`src/sv/mva_pkg.sv`:
```
// ----------------------------------------------------------------------------
// mva_pkg
// shared types and constants for the matrix-vector multiply/adjoint block
// ----------------------------------------------------------------------------
package mva_pkg;

   // default array dimensions
   localparam int MAX_ROWS_DEF = 16;
   localparam int MAX_COLS_DEF = 16;

   // field widths
   localparam int SIZE_W      = 5;
   localparam int IDX_W       = 4;
   localparam int VAL_W       = 16;
   localparam int PROD_W      = 32;
   localparam int RES_W       = 38;
   localparam int ACT_W       = 2;
   localparam int CSR_IDX_W   = 1;
   localparam int ADDR_CALC_W = 16;
   localparam int REQ_DATA_W  = 24;
   localparam int RSP_DATA_W  = 48;

   // size register reset value before clamping
   localparam int SIZE_RESET = 16;

   // request kinds
   localparam logic [ACT_W-1:0] ACT_MAT_WR = 2'd0;
   localparam logic [ACT_W-1:0] ACT_VEC_WR = 2'd1;
   localparam logic [ACT_W-1:0] ACT_FWD    = 2'd2;
   localparam logic [ACT_W-1:0] ACT_ADJ    = 2'd3;

   // register indexes
   localparam logic [CSR_IDX_W-1:0] CSR_ROWS = 1'b0;
   localparam logic [CSR_IDX_W-1:0] CSR_COLS = 1'b1;

   // controller to datapath
   typedef struct packed {
      logic              mat_we;
      logic              vec_we;
      logic              issue;
      logic              adj;
      logic [SIZE_W-1:0] outer;
      logic [SIZE_W-1:0] inner;
      logic              first;
      logic              last_inner;
      logic              last_outer;
   } cmd_type;

   // datapath to controller
   typedef struct packed {
      logic stall;
      logic pipe_busy;
   } status_type;

   // flags that travel with each multiply-accumulate step
   typedef struct packed {
      logic             first;
      logic             last_inner;
      logic             last_outer;
      logic [IDX_W-1:0] idx;
   } tag_type;

endpackage

```
`src/sv/mva_ctrl.sv`:
```
// ----------------------------------------------------------------------------
// mva_ctrl
// size registers, request decode and the loop sequencer for products
// ----------------------------------------------------------------------------
module mva_ctrl #(
   parameter int MAX_ROWS  = mva_pkg::MAX_ROWS_DEF,
   parameter int MAX_COLS  = mva_pkg::MAX_COLS_DEF,
   parameter int VEC_DEPTH = mva_pkg::MAX_ROWS_DEF
) (
   input  logic                           clock,
   input  logic                           reset,
   input  logic                           req_tvalid,
   output logic                           req_tready,
   input  logic [mva_pkg::ACT_W-1:0]      req_action,
   input  logic [mva_pkg::IDX_W-1:0]      req_row,
   input  logic [mva_pkg::IDX_W-1:0]      req_col,
   input  logic                           csr_we,
   input  logic [mva_pkg::CSR_IDX_W-1:0]  csr_index,
   input  logic [mva_pkg::SIZE_W-1:0]     csr_wdata,
   output mva_pkg::cmd_type               cmd,
   input  mva_pkg::status_type            status
);

   localparam logic [1:0] ST_IDLE  = 2'd0;
   localparam logic [1:0] ST_RUN   = 2'd1;
   localparam logic [1:0] ST_DRAIN = 2'd2;

   localparam int ROWS_RST = (MAX_ROWS < mva_pkg::SIZE_RESET) ? MAX_ROWS : mva_pkg::SIZE_RESET;
   localparam int COLS_RST = (MAX_COLS < mva_pkg::SIZE_RESET) ? MAX_COLS : mva_pkg::SIZE_RESET;

   function automatic logic [mva_pkg::SIZE_W-1:0] clamp_size(
      input logic [mva_pkg::SIZE_W-1:0] v,
      input int                         max_v
   );
      logic [mva_pkg::SIZE_W-1:0] r;
      r = v;
      if (v == '0) begin
         r = mva_pkg::SIZE_W'(1);
      end else if (int'(v) > max_v) begin
         r = mva_pkg::SIZE_W'(max_v);
      end
      return r;
   endfunction

   logic [1:0]                  state_ff, state_in;
   logic [mva_pkg::SIZE_W-1:0]  rows_ff, rows_in;
   logic [mva_pkg::SIZE_W-1:0]  cols_ff, cols_in;
   logic [mva_pkg::SIZE_W-1:0]  outer_ff, outer_in;
   logic [mva_pkg::SIZE_W-1:0]  inner_ff, inner_in;
   logic                        adj_ff, adj_in;
   logic [mva_pkg::SIZE_W-1:0]  n_inner, n_outer, vec_len;
   logic                        accept, last_inner, last_outer, issue;

   assign req_tready = (state_ff == ST_IDLE);
   assign accept     = req_tvalid && req_tready;
   assign n_inner    = adj_ff ? rows_ff : cols_ff;
   assign n_outer    = adj_ff ? cols_ff : rows_ff;
   assign vec_len    = (rows_ff > cols_ff) ? rows_ff : cols_ff;
   assign last_inner = (inner_ff == n_inner - mva_pkg::SIZE_W'(1));
   assign last_outer = (outer_ff == n_outer - mva_pkg::SIZE_W'(1));
   assign issue      = (state_ff == ST_RUN) && !status.stall;

   always_comb begin
      cmd.mat_we     = accept && (req_action == mva_pkg::ACT_MAT_WR) &&
                       (mva_pkg::SIZE_W'(req_row) < rows_ff) &&
                       (mva_pkg::SIZE_W'(req_col) < cols_ff);
      cmd.vec_we     = accept && (req_action == mva_pkg::ACT_VEC_WR) &&
                       (mva_pkg::SIZE_W'(req_col) < vec_len) &&
                       (int'(req_col) < VEC_DEPTH);
      cmd.issue      = issue;
      cmd.adj        = adj_ff;
      cmd.outer      = outer_ff;
      cmd.inner      = inner_ff;
      cmd.first      = (inner_ff == '0);
      cmd.last_inner = last_inner;
      cmd.last_outer = last_outer;
   end

   always_comb begin
      state_in = state_ff;
      outer_in = outer_ff;
      inner_in = inner_ff;
      adj_in   = adj_ff;
      unique case (state_ff)
         ST_IDLE: begin
            if (accept && (req_action == mva_pkg::ACT_FWD || req_action == mva_pkg::ACT_ADJ)) begin
               state_in = ST_RUN;
               adj_in   = (req_action == mva_pkg::ACT_ADJ);
               outer_in = '0;
               inner_in = '0;
            end
         end
         ST_RUN: begin
            if (issue) begin
               if (last_inner) begin
                  inner_in = '0;
                  if (last_outer) begin
                     state_in = ST_DRAIN;
                  end else begin
                     outer_in = outer_ff + mva_pkg::SIZE_W'(1);
                  end
               end else begin
                  inner_in = inner_ff + mva_pkg::SIZE_W'(1);
               end
            end
         end
         ST_DRAIN: begin
            if (!status.pipe_busy) begin
               state_in = ST_IDLE;
            end
         end
         default: begin
            state_in = ST_IDLE;
         end
      endcase
   end

   always_comb begin
      rows_in = rows_ff;
      cols_in = cols_ff;
      if (csr_we && csr_index == mva_pkg::CSR_ROWS) begin
         rows_in = clamp_size(csr_wdata, MAX_ROWS);
      end
      if (csr_we && csr_index == mva_pkg::CSR_COLS) begin
         cols_in = clamp_size(csr_wdata, MAX_COLS);
      end
   end

   always_ff @(posedge clock) begin
      if (reset) begin
         state_ff <= ST_IDLE;
         rows_ff  <= mva_pkg::SIZE_W'(ROWS_RST);
         cols_ff  <= mva_pkg::SIZE_W'(COLS_RST);
         outer_ff <= '0;
         inner_ff <= '0;
         adj_ff   <= 1'b0;
      end else begin
         state_ff <= state_in;
         rows_ff  <= rows_in;
         cols_ff  <= cols_in;
         outer_ff <= outer_in;
         inner_ff <= inner_in;
         adj_ff   <= adj_in;
      end
   end

endmodule

```
`config.mk`:
```
export PLATFORM = sky130hd
export DESIGN_NAME = mva_ctrl
export DESIGN_NICKNAME = d
export VERILOG_FILES = /design/src/sv/mva_pkg.sv /design/src/sv/mva_ctrl.sv
export SDC_FILE = /design/constraint.sdc
export NUM_CORES = 1
export LEC_CHECK = 0
export ABC_CLOCK_PERIOD_IN_PS = 2550
export BUFFER_PORTS_ARGS = -buffer_cell sky130_fd_sc_hd__clkbuf_2
export CORE_MARGIN = 5
export CORE_UTILIZATION = 51
export CTS_BUF_LIST = sky130_fd_sc_hd__clkbuf_4 sky130_fd_sc_hd__clkbuf_8
export CTS_CLUSTER_DIAMETER = 80
export DETAILED_ROUTE_END_ITERATION = 16
export PLACE_DENSITY = 0.76
export SETUP_SLACK_MARGIN = 0.02
export SLEW_MARGIN = 20
export SYNTH_ARGS = -nofsm -noshare
export SYNTH_HDL_FRONTEND = slang
export SYNTH_SLANG_ARGS = --single-unit
```
`constraint.sdc`:
```
create_clock -name clock -period 2.55 [get_ports clock]
set_input_delay 0.1275 -clock clock [delete_from_list [all_inputs] [get_ports clock]]
set_output_delay 0.1275 -clock clock [all_outputs]
set_load 0.1 [all_outputs]
```
**Word level (Yosys, flattened, before mapping)**

Index checks and enable logic that the tools add are counted.

- $add $sub $neg: 4
- Order comparisons: 5
- Equal/unequal tests: 13
- Multiplexer cells: 19
- Bitwise gates (word level): 1
- Reductions and logical operators: 21

Operators by type and width:

| operator | number |
|---|---|
| $mux W5 | 11 |
| $pmux W5 S2 | 2 |
| $lt A4 B5 Y1 | 3 |
| $add A5 B1 Y5 const B | 2 |
| $eq A5 B5 Y1 | 2 |
| $logic_and A1 B1 Y1 | 10 |
| $logic_not A5 Y1 | 2 |
| $mux W2 | 5 |
| $ne A2 B2 Y1 const B | 5 |
| $reduce_and A5 Y1 | 2 |
| $sub A5 B1 Y5 const B | 2 |
| $eq A2 B2 Y1 const B | 3 |
| $pmux W2 S3 | 1 |
| $gt A5 B5 Y1 | 1 |
| $gt A5 B5 Y1 const B | 1 |
| $eq A2 B1 Y1 const B | 2 |
| $logic_not A2 Y1 | 2 |
| $reduce_and A3 Y1 | 1 |
| $ne A2 B1 Y1 const B | 1 |
| $reduce_and A2 Y1 | 1 |
| $reduce_bool A2 Y1 | 1 |
| $logic_not A1 Y1 | 1 |
| $logic_or A1 B1 Y1 | 1 |
| $not A1 Y1 | 1 |

- Bits in registers: 23
- Input bits: 22
- Output and inout port bits: 18
- Logic and storage cells: 69

**Longest topological paths before layout**

- Depth in word-level cells: 7
- Mapped depth: 15
- Depth with buffers taken out: 14

**Worst setup path before layout**

Ideal clock, no wire load.

- Path kind: reg-to-output
- Start: register cols_ff[2] (netlist name)
- End: output cmd[15] (netlist name)
- Data arrival time: 7.054 ns
- Required time: 2.423 ns
- Slack: -4.632 ns
- Stages on the path, launching flop included: 15
- Buffers on the path: 1
- Path through: dfxtp_1 -> buf_2 -> inv_1 -> ha_1 -> a21o_1 -> a21oi_1 -> nor2b_1 -> o32ai_2 -> nor2_1 -> a21oi_1 -> ha_1 -> o21a_1 -> o21ai_0 -> o21bai_1 -> a2111oi_0

RTL lines:

| item | RTL line | text |
|---|---|---|
| start, declared | mva_ctrl.sv:47 | `logic [mva_pkg::SIZE_W-1:0] cols_ff, cols_in;` |
| start signal, assigned | mva_ctrl.sv:133 | `cols_ff <= mva_pkg::SIZE_W'(COLS_RST);` |
| start signal, assigned | mva_ctrl.sv:140 | `cols_ff <= cols_in;` |
| end, declared | mva_ctrl.sv:20 | `output mva_pkg::cmd_type cmd,` |

==> results by group <==
Setup path
  – Critical path buffers and inverters: 2
  – Type of origin of the critical path: flip-flop
  – Critical Path Max Stage Delay: about 400 ps
  – Crit path required time: between 2000 and 2500 ps
  – R2R depth: 8
  – Worst-path cell chain: inv_4, ha_4, a21o_1, a21oi_2, nor2b_2, o32ai_4, nor2_1, a21oi_1, ha_1, o21a_1, o21ai_2, o21bai_2, a2111oi_4, buf_12
  – Levels on crit path: 14
  – Worst EP arrival: 3050 ps
  – Top cell family by delay on the critical path: compound AO/OA/AOI/OAI gates
  – CP Max Fanout: 6
  – Worst setup EP type: output port
  – Setup CP Type: reg -> out
  – Crit-path slowest cell: a2111oi_4

Clock tree
  – Clock slew at reported path FFs: 90 ps
  – Root Driver: clkbuf_8
  – CTS tree: built
  – Clock latency at the later pin of the worst-skew pair: 280 ps
  – Cts hold-fix bufs: 0
  – CTS sink cnt: 23
  – H-Tree Depth: 1
  – CTS Buffer Depth: 2
  – CTS buffer count: 3

Detailed routing
  – DR iter-0 viols: between 100 and 150
  – Total Wirelength: between 5000 and 6000 um
  – DR pass1 iterations: 4
  – Vias post-DR: just under 2k
  – Post-route DRC: 0
  – Vias per cell: 5.601
  – Post-route antenna net violation count: 0
  – Wirelength per Cell: between 15 and 20 um

STA
  – Max Transition Viols Final: 0
  – Worst slew pin tran: 615.8 ps
  – RSZ-0062 raised after global routing: true
  – Skew final: about 6.5 ps
  – Final critical path time including I/O delays and setup: around 3200 ps
  – Setup-failing EPs final: 1
  – Fmax: 0.3144 GHz
  – Final setup margin: -630.4 ps
  – Slew headroom: 58.86%
  – Hold slack: 95.83 ps
  – Final Cycle Share: 124.7%
  – Final hold vios: 0

Floorplanning
  – Boundary Pins: 40
  – Placement Rows: 22
  – Starting Density: 51.93%
  – Die X: 70.83 um
  – Die footprint: ~5000 sq um
  – Die height: about 70 um
  – Core ar.: 3633 sq um

Global route
  – Largest net degree at the start of global routing: 21
  – Initial antenna violation count: 0
  – Global-route wire length before repair: 8418 um
  – Tot GR Track Use: between 20 and 25%
  – Global route overflow: 0
  – Number of global-route vias before repair: about 1.8k

Placed design
  – Dpl cell area: 2397 sq um
  – Placed Cells: between 300 and 400
  – Gpl congestion: 0.8302
  – Number of buffers added on ports: 39
  – DPL Wire Length: 3797 um

Final layout
  – Area Growth Syn to Fin: 39.19%
  – Layout Nets: 340
  – FILL cells: 275
  – Antenna diodes: 0
  – Layout cells sized above 1: 36.24%
  – Final non-filler cell total: 346
  – Storage cell area: about 470 sq um
  – Multi-input logic area: 1496 sq um
  – Final instance area: between 2000 and 3000 sq um

Synth
  – Top post-synthesis cells by area: dfxtp_1 (24%), ha_1 (13%), mux2i_1 (6.9%), xnor2_1 (6.0%), a21oi_1 (5.6%)
  – Top cell type's share of synthesized area: 24.40%
  – Synthesized instance count: 234
  – EDFF count, synth: 0
  – Yosys warns: 0
  – Synth async-reset ratio: 0%
  – Post-synth cell types: just over 40
  – Top FF cell, synth: dfxtp_1
  – Mapped cell area: 1887 sq um
  – Mean Syn Cell Area: 8.063 sq um
  – FF+latch count, synth: 23
  – Syn nets: roughly 280
  – Sequential element share of the synthesized area: 24.40%
  – Synth area leader: dfxtp_1

Min path
  – Worst min-delay path category: in -> reg
  – Hold path depth: 3

Power
  – Leak: between 1 and 1.5 nW
  – Power consumption: 1.047 mW
  – Power Density: 398.7 nW/um^2
  – VDD IR max: 0.0002301 V

Outcome
  – Status: finished with violations
  – Failing checks: setup timing

Run
  – MaxCap Viol Count: 0
-- per-layer routing --
| layer | GRT usage, % | share of wire, % | vias up |
|---|---|---|---|
| met5 | 0 | 0 | - |
| met4 | 7.516 | 2.9 | 0 |
| met3 | 1.989 | 4.6 | 17 |
| met2 | 33.26 | 49 | 65 |
| met1 | 28.11 | 44 | 907 |
| li1 | - | - | 949 |
-- synthesized netlist by cell type (3+ instances only) --
| master | number |
|---|---|
| a211o_1 | 4 |
| a21o_1 | 4 |
| a21oi_1 | 21 |
| buf_4 | 4 |
| clkbuf_1 | 4 |
| dfxtp_1 | 23 |
| ha_1 | 19 |
| inv_1 | 15 |
| mux2i_1 | 13 |
| nand2_1 | 14 |
| nand2b_1 | 5 |
| nand3_1 | 9 |
| nand4_1 | 5 |
| nor2_1 | 26 |
| nor2b_1 | 8 |
| nor3_1 | 6 |
| nor3b_1 | 3 |
| o21ai_0 | 7 |
| xnor2_1 | 13 |
| xor2_1 | 5 |
-- tightest hold or removal path, stage by stage --
cell      delay, ps
clkbuf_2         80
nand3b_1         70
a21oi_1          60
-- through the flow --
step	util (%)	setup slack, ps	TNS, ps
2_1_floorplan	-	-973.5	-973.5
3_3_place_gp	65.98	-292.9	-292.9
3_5_place_dp	65.98	-377.1	-492.8
4_1_cts	68.29	-652.2	-652.2
5_1_grt	72.28	-766.8	-833.9
6_report	72.28	-630.4	-630.4
-- flip-flops by register name, summed over array words and instances (netlist names) --
register and cells:
outer_ff 5, state_ff 2, cols_ff 5, rows_ff 5, adj_ff 1, inner_ff 5
-- cells by family (layout without fill, tap and decap cells) --
| group | Yosys count | count (layout) | synth area share [%] |
|---|---|---|---|
| xor+xnor | 18 | 18 | 8.355 |
| compound gates | 50 | 50 | 18.24 |
| simple gates | 84 | 84 | 22.22 |
| mux | 14 | 14 | 7.692 |
| fa+ha+maj | 19 | 19 | 12.60 |
| buf+inv | 26 | 90 | 6.498 |
| flops | 23 | 23 | 24.40 |
-- path summary, 6_finish.rpt --
path | slack (ps) | end | from
worst max register to register | 70 | outer_ff[0]$_SDFFE_PP0P_ | adj_ff$_SDFFE_PP0P_
worst min-delay path | 100 | state_ff[1]$_SDFFE_PP0P_ | status[0]
worst max-delay path | -630 | cmd[15] | cols_ff[2]$_SDFFE_PP0P_
worst min register to register | 480 | outer_ff[4]$_SDFFE_PP0P_ | outer_ff[4]$_SDFFE_PP0P_
-- cell type report --
class                   instances  share of cell area [%]
inverters                      15                   2.239
clock inverters                 1                  0.1906
repair buffers                 71                   18.82
multi-input cells             185                   56.98
well taps                      48                   2.287
clock buffers                   3                   1.572
flip-flops and latches         23                   17.91
-- where the power goes --
part / switching, mW / total (mW) / internal, mW
clock: 0.137 / 0.247 / 0.110
combinational: 0.252 / 0.413 / 0.161
sequential: 0.0161 / 0.387 / 0.371
-- cell usage in the layout, fill, tap and decap left out, types with 5 or more instances in the layout --
master    instances
ha_1             15
o21ai_0           6
mux2i_1           8
inv_1            14
dfxtp_1          17
nand2_1          14
nor2b_1           7
buf_4            31
a21oi_1          20
nor2_1           25
dfxtp_2           5
nand4_1           5
clkbuf_2         35
xnor2_1          13
nand2b_1          5
nand3_1           9
-- timing repair --
action | in CTS | in global routing
setup endpoints to repair | 8 | 9
setup buffers | 2 | 7
pin swaps | 11 | 16
resized for setup | 8 | 19
gates cloned | 0 | 0
Note: power is estimated with default switching activity, not from simulation.
